--- src/rtl/core/postfix_stack_evaluator_macros.svh ---
// ----------------------------------------------------------------------------
// postfix_stack_evaluator_macros
// Assertion macros used by the postfix evaluator RTL.
// ----------------------------------------------------------------------------
`ifndef POSTFIX_STACK_EVALUATOR_MACROS_SVH
`define POSTFIX_STACK_EVALUATOR_MACROS_SVH

// same-cycle implication, clocked on clk, off during reset
`define PSE_ASSERT_IMP(label, ante, cons, msg) \
    label: assert property (@(posedge clk) disable iff (!rst_n) (ante) |-> (cons)) \
        else $error(msg);

// next-cycle implication, clocked on clk, off during reset
`define PSE_ASSERT_NXT(label, ante, cons, msg) \
    label: assert property (@(posedge clk) disable iff (!rst_n) (ante) |=> (cons)) \
        else $error(msg);

`endif

--- src/rtl/core/pse_pkg.sv ---
// ----------------------------------------------------------------------------
// pse_pkg
// Types and constants of the postfix stack evaluator.
// ----------------------------------------------------------------------------
package pse_pkg;

    localparam int WORD_W = 32;

    typedef logic signed [WORD_W-1:0] word_t;

    localparam logic MODE_OPERAND  = 1'b0;
    localparam logic MODE_OPERATOR = 1'b1;

    typedef enum logic [1:0] {
        OP_ADD = 2'd0,
        OP_SUB = 2'd1,
        OP_MUL = 2'd2,
        OP_DIV = 2'd3
    } op_t;

    typedef enum logic [1:0] {
        ST_OK    = 2'd0,
        ST_UNDER = 2'd1,
        ST_OVER  = 2'd2,
        ST_DIVZ  = 2'd3
    } status_t;

endpackage

--- src/rtl/core/pse_div.sv ---
// ----------------------------------------------------------------------------
// pse_div
// Signed 32-bit divider, truncating toward zero, one quotient bit per cycle.
// ----------------------------------------------------------------------------
module pse_div (
    input  logic          clk,
    input  logic          rst_n,
    input  logic          start,
    input  pse_pkg::word_t dividend,
    input  pse_pkg::word_t divisor,
    output logic          done,
    output pse_pkg::word_t quotient
);
    import pse_pkg::*;

    localparam int CW = $clog2(WORD_W) + 1;

    logic              busy_reg;
    logic              done_reg;
    logic [CW-1:0]     cnt_reg;
    logic              neg_reg;
    logic [WORD_W-1:0] rem_reg;
    logic [WORD_W-1:0] quo_reg;
    logic [WORD_W-1:0] dvs_reg;

    logic [WORD_W:0]   trial;
    logic [WORD_W-1:0] mag_a;
    logic [WORD_W-1:0] mag_b;

    assign mag_a = dividend[WORD_W-1] ? (WORD_W'(0) - dividend) : dividend;
    assign mag_b = divisor[WORD_W-1]  ? (WORD_W'(0) - divisor)  : divisor;
    assign trial = {rem_reg, quo_reg[WORD_W-1]} - {1'b0, dvs_reg};

    always_ff @(posedge clk or negedge rst_n)
    begin
        if (!rst_n)
        begin
            busy_reg <= 1'b0;
            done_reg <= 1'b0;
            cnt_reg  <= '0;
        end
        else
        begin
            done_reg <= 1'b0;
            if (start)
            begin
                busy_reg <= 1'b1;
                cnt_reg  <= CW'(WORD_W);
            end
            else if (busy_reg)
            begin
                cnt_reg <= cnt_reg - CW'(1);
                if (cnt_reg == CW'(1))
                begin
                    busy_reg <= 1'b0;
                    done_reg <= 1'b1;
                end
            end
        end
    end

    always_ff @(posedge clk)
    begin
        if (start)
        begin
            rem_reg <= '0;
            quo_reg <= mag_a;
            dvs_reg <= mag_b;
            neg_reg <= dividend[WORD_W-1] ^ divisor[WORD_W-1];
        end
        else if (busy_reg)
        begin
            if (!trial[WORD_W])
            begin
                rem_reg <= trial[WORD_W-1:0];
                quo_reg <= {quo_reg[WORD_W-2:0], 1'b1};
            end
            else
            begin
                rem_reg <= {rem_reg[WORD_W-2:0], quo_reg[WORD_W-1]};
                quo_reg <= {quo_reg[WORD_W-2:0], 1'b0};
            end
        end
    end

    assign done     = done_reg;
    assign quotient = neg_reg ? (WORD_W'(0) - quo_reg) : quo_reg;

endmodule

--- src/rtl/core/postfix_stack_evaluator.sv ---
// ----------------------------------------------------------------------------
// postfix_stack_evaluator
// An operand token is taken in S_IDLE. An add/sub/mul token passes S_OPB, S_OPA
// and S_WB (two stack reads, execute, write-back). A divide token also waits in
// S_DIV for the bit-serial divider. A last token adds S_POP and S_EMIT for the final pop.
// Reset clears depth, sticky status and handshake state; stack RAM is not cleared.
// ----------------------------------------------------------------------------
`include "postfix_stack_evaluator_macros.svh"

module postfix_stack_evaluator #(
    parameter int STACK_DEPTH = 32
) (
    input  logic           clk,
    input  logic           rst_n,
    input  logic           token_valid,
    output logic           token_stall,
    input  logic           mode,
    input  logic [1:0]     op,
    input  pse_pkg::word_t value,
    input  logic           last,
    output logic           result_valid,
    input  logic           result_stall,
    output pse_pkg::word_t result,
    output logic [1:0]     status
);
    import pse_pkg::*;

    localparam int AW = (STACK_DEPTH > 1) ? $clog2(STACK_DEPTH) : 1;
    localparam int DW = $clog2(STACK_DEPTH + 1);

    typedef enum logic [2:0] {
        S_IDLE,
        S_OPB,
        S_OPA,
        S_DIV,
        S_WB,
        S_POP,
        S_EMIT
    } state_t;

    state_t  state_reg, state_next;
    logic [DW-1:0] depth_reg, depth_next;
    status_t err_reg, err_next;
    op_t     op_reg, op_next;
    logic    last_reg, last_next;
    word_t   b_reg, b_next;
    word_t   c_reg, c_next;
    logic    result_valid_reg, result_valid_next;
    word_t   result_reg, result_next;
    status_t status_reg, status_next;

    word_t   stack_mem [STACK_DEPTH];
    word_t   rd_data_reg;
    logic    mem_re;
    logic    mem_we;
    logic [AW-1:0] mem_raddr;
    logic [AW-1:0] mem_waddr;
    word_t   mem_wdata;

    logic    has_one;
    logic    has_two;
    logic    full;
    logic [DW-1:0] depth_m1;
    logic [DW-1:0] depth_m2;
    logic [AW-1:0] top_addr;
    logic [AW-1:0] second_addr;
    word_t   a_val;
    word_t   mul_lo;
    logic    out_free;

    logic    div_start;
    logic    div_done;
    word_t   div_quo;

    pse_div u_div (
        .clk      (clk),
        .rst_n    (rst_n),
        .start    (div_start),
        .dividend (a_val),
        .divisor  (b_reg),
        .done     (div_done),
        .quotient (div_quo)
    );

    assign has_one     = (depth_reg != '0);
    assign has_two     = (depth_reg >= DW'(2));
    assign full        = (depth_reg == DW'(STACK_DEPTH));
    assign depth_m1    = depth_reg - DW'(1);
    assign depth_m2    = depth_reg - DW'(2);
    assign top_addr    = depth_m1[AW-1:0];
    assign second_addr = depth_m2[AW-1:0];
    assign a_val       = has_two ? rd_data_reg : '0;
    assign mul_lo      = a_val * b_reg;
    assign out_free    = !result_valid_reg || !result_stall;

    always_ff @(posedge clk)
    begin
        if (mem_we)
        begin
            stack_mem[mem_waddr] <= mem_wdata;
        end
        if (mem_re)
        begin
            rd_data_reg <= stack_mem[mem_raddr];
        end
    end

    always_comb
    begin
        state_next        = state_reg;
        depth_next        = depth_reg;
        err_next          = err_reg;
        op_next           = op_reg;
        last_next         = last_reg;
        b_next            = b_reg;
        c_next            = c_reg;
        result_valid_next = result_valid_reg && result_stall;
        result_next       = result_reg;
        status_next       = status_reg;
        mem_re            = 1'b0;
        mem_raddr         = top_addr;
        mem_we            = 1'b0;
        mem_waddr         = depth_reg[AW-1:0];
        mem_wdata         = value;
        div_start         = 1'b0;

        case (state_reg)
            S_IDLE:
            begin
                if (token_valid)
                begin
                    last_next = last;
                    if (mode == MODE_OPERATOR)
                    begin
                        op_next    = op_t'(op);
                        mem_re     = has_one;
                        mem_raddr  = top_addr;
                        state_next = S_OPB;
                    end
                    else
                    begin
                        if (!full)
                        begin
                            mem_we     = 1'b1;
                            mem_waddr  = depth_reg[AW-1:0];
                            mem_wdata  = value;
                            depth_next = depth_reg + DW'(1);
                        end
                        else if (err_reg == ST_OK)
                        begin
                            err_next = ST_OVER;
                        end
                        state_next = last ? S_POP : S_IDLE;
                    end
                end
            end
            S_OPB:
            begin
                b_next     = has_one ? rd_data_reg : '0;
                mem_re     = has_two;
                mem_raddr  = second_addr;
                state_next = S_OPA;
            end
            S_OPA:
            begin
                if (err_reg == ST_OK)
                begin
                    if (!has_two)
                    begin
                        err_next = ST_UNDER;
                    end
                    else if (op_reg == OP_DIV && b_reg == '0)
                    begin
                        err_next = ST_DIVZ;
                    end
                end
                state_next = S_WB;
                case (op_reg)
                    OP_ADD: c_next = a_val + b_reg;
                    OP_SUB: c_next = a_val - b_reg;
                    OP_MUL: c_next = mul_lo;
                    OP_DIV:
                    begin
                        if (b_reg == '0)
                        begin
                            c_next = '0;
                        end
                        else
                        begin
                            div_start  = 1'b1;
                            state_next = S_DIV;
                        end
                    end
                    default: c_next = '0;
                endcase
            end
            S_DIV:
            begin
                if (div_done)
                begin
                    c_next     = div_quo;
                    state_next = S_WB;
                end
            end
            S_WB:
            begin
                mem_we     = 1'b1;
                mem_waddr  = has_two ? second_addr : '0;
                mem_wdata  = c_reg;
                depth_next = has_two ? depth_m1 : DW'(1);
                state_next = last_reg ? S_POP : S_IDLE;
            end
            S_POP:
            begin
                mem_re     = has_one;
                mem_raddr  = top_addr;
                state_next = S_EMIT;
            end
            S_EMIT:
            begin
                if (out_free)
                begin
                    result_valid_next = 1'b1;
                    result_next       = has_one ? rd_data_reg : '0;
                    status_next       = (err_reg == ST_OK && !has_one) ? ST_UNDER : err_reg;
                    depth_next        = '0;
                    err_next          = ST_OK;
                    state_next        = S_IDLE;
                end
            end
            default:
            begin
                state_next = S_IDLE;
            end
        endcase
    end

    always_ff @(posedge clk or negedge rst_n)
    begin
        if (!rst_n)
        begin
            state_reg        <= S_IDLE;
            depth_reg        <= '0;
            err_reg          <= ST_OK;
            result_valid_reg <= 1'b0;
        end
        else
        begin
            state_reg        <= state_next;
            depth_reg        <= depth_next;
            err_reg          <= err_next;
            result_valid_reg <= result_valid_next;
        end
    end

    always_ff @(posedge clk)
    begin
        op_reg     <= op_next;
        last_reg   <= last_next;
        b_reg      <= b_next;
        c_reg      <= c_next;
        result_reg <= result_next;
        status_reg <= status_next;
    end

    assign token_stall  = (state_reg != S_IDLE);
    assign result_valid = result_valid_reg;
    assign result       = result_reg;
    assign status       = status_reg;

    `PSE_ASSERT_IMP(a_depth_bound, 1'b1, depth_reg <= DW'(STACK_DEPTH), "stack depth past limit")
    `PSE_ASSERT_IMP(a_div_done_state, div_done, state_reg == S_DIV, "divider done outside wait")
    `PSE_ASSERT_NXT(a_emit_clears, state_reg == S_EMIT && out_free, depth_reg == '0 && err_reg == ST_OK, "stack not cleared after result")
    `PSE_ASSERT_IMP(a_result_from_emit, $rose(result_valid_reg), $past(state_reg) == S_EMIT, "result transaction without final pop")

endmodule

--- config.mk ---
export PLATFORM = sky130hd
export DESIGN_NAME = postfix_stack_evaluator
export DESIGN_NICKNAME = d
export VERILOG_FILES = /design/src/rtl/core/pse_pkg.sv /design/src/rtl/core/pse_div.sv /design/src/rtl/core/postfix_stack_evaluator.sv
export VERILOG_INCLUDE_DIRS = /design/src /design/src/rtl/core
export SDC_FILE = /design/constraint.sdc
export NUM_CORES = 2
export LEC_CHECK = 0
export ABC_AREA = 1
export CAP_MARGIN = 5
export CORE_ASPECT_RATIO = 1.2
export CORE_MARGIN = 2
export CORE_UTILIZATION = 50
export CTS_BUF_LIST = sky130_fd_sc_hd__clkbuf_4 sky130_fd_sc_hd__clkbuf_8
export CTS_CLUSTER_SIZE = 12
export DETAILED_ROUTE_END_ITERATION = 12
export DONT_BUFFER_PORTS = 1
export SYNTH_ARGS = -nofsm -noshare
export SYNTH_HDL_FRONTEND = slang
export SYNTH_SLANG_ARGS = --single-unit
--- constraint.sdc ---
create_clock -name clk -period 8.5 [get_ports clk]
set_clock_uncertainty 0.1 [all_clocks]
set_input_delay 0.85 -clock clk [delete_from_list [all_inputs] [get_ports clk]]
set_output_delay 0.85 -clock clk [all_outputs]
set_load 0.03 [all_outputs]
**Word level (Yosys, flattened, before mapping)**

Memories as Yosys holds them, arrays and structs flattened. A register that Yosys moved wholly into a read port is not among the register bits.
Index checks and enable logic that the tools add are counted.
Widths: inputs -> output; s select.

- $add $sub $neg: 10
- $mul: 1
- Order comparisons: 1
- Equality and inequality tests: 21
- Multiplexer cells: 63
- Bitwise logic cells: 1
- Reduce and logical (&&, ||, !) cells: 24

Operator list:

| kind | number |
|---|---|
| $mux 32 | 10 |
| $pmux 32 s4 | 1 |
| $sub 1x32->32 const A | 3 |
| $pmux 32 s2 | 1 |
| $mux 6 | 7 |
| $sub 33x32->33 | 1 |
| $add 32x32->32 | 1 |
| $logic_not 32->1 | 1 |
| $mul 32x32->32 | 1 |
| $sub 32x32->32 | 1 |
| $mux 31 | 1 |
| $mux 3 | 8 |
| $pmux 3 s7 | 1 |
| $mux 1 | 19 |
| $pmux 6 s3 | 1 |
| $mux 2 | 8 |
| $mux 5 | 3 |
| $ne 2x2->1 const B | 7 |
| $sub 6x1->6 const B | 2 |
| $eq 3x3->1 const B | 3 |
| $reduce_and 3->1 | 3 |
| $reduce_bool 3->1 | 3 |
| $reduce_and 8->1 | 1 |
| $add 6x1->6 const B | 1 |
| 23 further kinds | 33 |

- Flip-flop bits (word level): 218
- RAM bits: 1,024
- Input port bits: 40
- Output and inout bits: 36
- Logic and storage cells: 140
- Memories kept: 1

Memories:

| name | words | width | read ports | clocked after Yosys merged registers in | wr ports | line | text |
|---|---|---|---|---|---|---|---|
| stack_mem | 32 | 32 | 1 | 1 | 1 | postfix_stack_evaluator.sv:52 | `word_t stack_mem [STACK_DEPTH];` |

**Longest topological paths before layout**

- Depth after elaboration: 7
- Mapped depth: 42
- Gate-level depth less buffers: 40

**Hierarchy**

A second synthesis with hierarchy kept.

- Cell total of the unflattened synthesis: 7,313
- Area total of the unflattened synthesis: 73,787.0 µm²

By module, submodules not included:

| module | instances | cells an instance | area each (µm²) | seq. area each (µm²) |
|---|---|---|---|---|
| postfix_stack_evaluator | 1 | 5,875 | 64,554.4 | 35,043.6 |
| pse_div | 1 | 1,438 | 9,232.6 | 2,792.7 |

**Worst setup path after synthesis**

Ideal clock, no wire load.

- Path kind: flip-flop to flip-flop
- Start: register depth_reg[0]
- End: register c_reg[29] (data pin)
- Setup time: 253 ps
- Arrival: 7,471 ps
- Required time: 8,147 ps
- Slack: 676 ps
- Stages on the path, launching flop included: 36
- Buffers on the path: 2
- Clock period less this slack: 7,824 ps
- Cells stage by stage: dfrtp_1 -> inv_1 -> ha_1 -> inv_1 -> nand3_2 -> nor2_8 -> buf_4 -> nor2_1 -> clkbuf_1 -> clkinv_1 -> nor2_1 -> fa_1 -> fa_1 -> inv_1 -> fa_1 -> fa_1 -> inv_1 -> fa_1 -> inv_1 -> fa_1 -> inv_1 -> fa_1 -> fa_1 -> ha_1 -> a21oi_1 -> inv_1 -> a31oi_1 -> nand2_1 -> a21boi_0 -> o21ai_0 -> nand2_1 -> nand3_1 -> nand3_1 -> nand2_1 -> nand2_1 -> nand2_1

- Longest elaborated chain between the ends: 5
- Elaborated cells on any way between the ends: 7
- Classes of those cells: add/sub (2); mul (1); order compare (1); mux (3)

Ends and longest elaborated chain:

| element | line | text |
|---|---|---|
| start, declared | postfix_stack_evaluator.sv:42 | `logic [DW-1:0] depth_reg, depth_next;` |
| start signal, assigned | postfix_stack_evaluator.sv:250 | `depth_reg <= depth_next;` |
| $ge 6x2->1 * | postfix_stack_evaluator.sv:86 | `assign has_two = (depth_reg >= DW'(2));` |
| $mux 32 * | postfix_stack_evaluator.sv:92 | `assign a_val = has_two ? rd_data_reg : '0;` |
| $mul 32x32->32 (tied with other cells) | postfix_stack_evaluator.sv:93 | `assign mul_lo = a_val * b_reg;` |
| $pmux 32 s4 * | postfix_stack_evaluator.sv:178 | `case (op_reg)` |
| $pmux 32 s2 * | postfix_stack_evaluator.sv:127 | `case (state_reg)` |
| via c_next[29] | postfix_stack_evaluator.sv:47 | `word_t c_reg, c_next;` |
| end signal, assigned | postfix_stack_evaluator.sv:261 | `c_reg <= c_next;` |
| end, declared | postfix_stack_evaluator.sv:47 |  |

The timed path passes the listed nets; every way through them passes the cells marked *.
A chain may end at the register's enable or synchronous reset.

**Worst setup path after layout**

- Start: register depth_reg[1]
- End: register c_reg[23] (data pin)

Same word-level chain as after synthesis.

==> results.sh <==
export IMPL_grt_pass1_wl_um=367000
export IMPL_crit_slowest_cell="fa_1"
export IMPL_worstPathArrival_ns=8.71
export IMPL_h_tree_depth=4
export IMPL_die_h_um=420
export IMPL_synth_area_top_cells="edfxtp_1 (51%), fa_1 (11%), nor2_1 (5.7%)"
export IMPL_overflow=0
export IMPL_route_layer_met1_wl_um=93400
export IMPL_synth_flop_cell="edfxtp_1"
export IMPL_reg2reg_from="depth_reg[1]"
export IMPL_maxCapViolations=0
export IMPL_layout_commonest_cell="edfxtp_1"
export IMPL_top_layer="met5"
export IMPL_syn_inst=6907
export IMPL_required_ns=9.10
export IMPL_endpoint_kind="flop"
export IMPL_drt_total_wl_um=255000
export IMPL_worst_pin_slew_ns=1.28
export IMPL_run_status="finished clean"
export IMPL_worst_r2r_cell_count=34
export IMPL_final_nets=7675
export IMPL_place_hpwl_um=173000
export IMPL_antenna_left=0
export IMPL_hold_depth=2
export IMPL_area_delta_synth_final_pct=10.7
export IMPL_fp_row_count=152
export IMPL_crit_top_cell="fa_1"
export IMPL_synth_seq_cells=1274
export IMPL_path_clk_slew_ns=0.07
export IMPL_grt_pass1_vias=53700
export IMPL_viasPerCell=5.96
export IMPL_relSlewSlack_pct=14.1
export IMPL_drc=0
export IMPL_ys_types=65
export IMPL_synth_edf_count=1222
export IMPL_cts_buffer_depth=3
export IMPL_wl_met2_um=121000
export IMPL_clock_fmax_mhz=123
export IMPL_ioPinCount=76
export IMPL_root_buffer="clkbuf_8"
export IMPL_async_flop_share_pct=1.57
export IMPL_initial_utilization_pct=50.3
export IMPL_hold_violations=0
export IMPL_synthesis_nets=7583
export IMPL_drv_slew=0
export IMPL_track_usage_pct=35.0
export IMPL_yosysTopAreaCell="edfxtp_1"
export IMPL_dieWidth_um=350
export IMPL_worstSetupPathType="flop to flop"
export IMPL_rrSetupSlack_ns=0.39
export IMPL_layout_min_cycle_time_ns=8.11
export IMPL_cts_buffers=200
export IMPL_port_buffers=0
export IMPL_rsz0062_at_grt="no"
export IMPL_seq_area_frac_synth_pct=52.5
export IMPL_grt_max_degree=164
export IMPL_critPathMaxFanout=15
export IMPL_critPathLaunchType="flop"
export IMPL_cp_startpoint="depth_reg[1]"
export IMPL_vias=54200
export IMPL_yosysWarningCount=0
export IMPL_hold_path_class="primary input to flop"
export IMPL_hp_start="token_valid"
export IMPL_cpPeakStageDelay_ns=0.54
export IMPL_cts_sinks=1274
export IMPL_postSynthAreaPerCell_um2=10.4
export IMPL_gp_congestion=1.04
export IMPL_period_share_pct=95.4
export IMPL_fin_tns_setup_ns=0
export IMPL_clkLatencyLatePin_ns=0.97
export IMPL_dr_wl_met3_um=20600
export IMPL_synth_top_cell_area_share_pct=51.0
export IMPL_cts_tree="built"
export IMPL_largest_reg_flops=1024
export IMPL_core_area_mm2=0.143
export IMPL_drt_iter0_markers=6005
export IMPL_antenna_found_initial=19
export IMPL_drt_pass1_iterations=6
export IMPL_top_register="stack_mem"
export IMPL_hold_end="last_reg"
export IMPL_layout_common_cells="edfxtp_1 (1222), nor2_1 (1057), nand2_1 (944)"
export IMPL_drive_gt1_share_pct=9.77
export IMPL_dieArea_mm2=0.147
export IMPL_wl_per_cell_um=28.1
export IMPL_fill_cells=12500
export IMPL_r2r_end="c_reg[23]"
export IMPL_syn_area_mm2=0.0720
export IMPL_finalSetupViolCount=0
==> cell families (layout without fill, tap and decap cells) <==
kind of cell / after synthesis / in the layout / share of synthesized area (%)
and+or+nand+nor: 2348 / 2348 / 13.1
adders and majority gates: 636 / 636 / 15.3
other: 0 / 7 / 0
AOI/OAI and AO/OA: 1409 / 1409 / 11.6
muxes: 1 / 1 / 0.0156
DFF: 1274 / 1274 / 52.5
xor gates and xnor gates: 114 / 114 / 1.39
buffers and inverters: 1125 / 1381 / 5.98
==> critical path, delay by kind of cell (launching register included) <==
family	cells	cell delay, ns
AO/OA/AOI/OAI	6	0.86
adder cells (fa/ha/maj)	10	4.17
buffers and inverters	9	0.99
flip-flops	1	0.45
AND/OR/NAND/NOR	9	1.26
==> how the worst max path moves through the flow <==
stage                            to  slack [ns]  cells past startpoint
after detailed placement  c_reg[28]        0.24                     36
after CTS                 c_reg[28]        0.19                     36
final                     c_reg[23]        0.39                     34
after global placement    c_reg[28]        0.30                     36
after floorplan           c_reg[29]        0.68                     35
after global routing      c_reg[29]       0.003                     39
==> per-stage QoR <==
step | std cells | utilization, % | cell area [um2] | setup slack, ns | hold WS (ns)
2_1_floorplan | 6907 | - | 72000 | 0.676 | 0.344
5_1_grt | 9089 | 55.7 | 79700 | 0.00304 | 0.0576
4_1_cts | 9081 | 55.6 | 79600 | 0.190 | 0.00420
3_5_place_dp | 8710 | 52.7 | 75400 | 0.242 | 0.366
3_3_place_gp | 8710 | 52.7 | 75400 | 0.303 | 0.362
6_report | 9095 | 55.7 | 79700 | 0.388 | 0.0903
==> layout make-up <==
cell class / instances / area, um2 / area share [%]
Antenna cell: 7 / 17.5 / 0.0220
Clock buffer: 255 / 3180 / 3.99
Clock inverter: 111 / 971 / 1.22
Inverter: 752 / 2850 / 3.58
Multi-Input combinational cell: 4508 / 30200 / 38.0
Sequential cell: 1274 / 37800 / 47.5
Tap cell: 1925 / 2410 / 3.02
Timing Repair Buffer: 263 / 2180 / 2.74
==> what timing repair did <==
item / CTS / global route
hold buffers: 5 / 0
setup endpoints to repair: 0 / 12
setup buffers: 0 / 7
endpoints found under the hold margin: 25 / 0
resized for setup: 0 / 23
==> cells in the mapped netlist, drive strengths merged (2+ instances only) <==
cell    instances
a211oi          2
a21o           10
a21oi         168
a221oi          2
a311oi          3
a31oi          79
a32o            2
and2            3
buf            52
clkbuf        321
clkinv         23
dfrtp          20
dfxtp          32
edfxtp       1222
fa            410
ha            226
inv           729
nand2         961
nand3         172
nand3b          8
nand4          21
nor2         1111
nor3           40
nor4           15
o211a           3
o211ai         56
o21a            7
o21ai         770
o21bai          8
o221ai        217
o22ai          53
o311ai          3
o31ai          12
o32ai           2
or2            17
xnor2          38
xor2           76
==> per-layer routing <==
layer / track usage, % / vias up
met5: 0 / -
met4: 23.2 / 12
met3: 6.34 / 719
met2: 57.0 / 2593
met1: 42.6 / 27000
li1: - / 23900
Power is left out: the tool's default activity adds up to more than one toggle a clock period on the data nets, which glitch-free logic cannot reach.
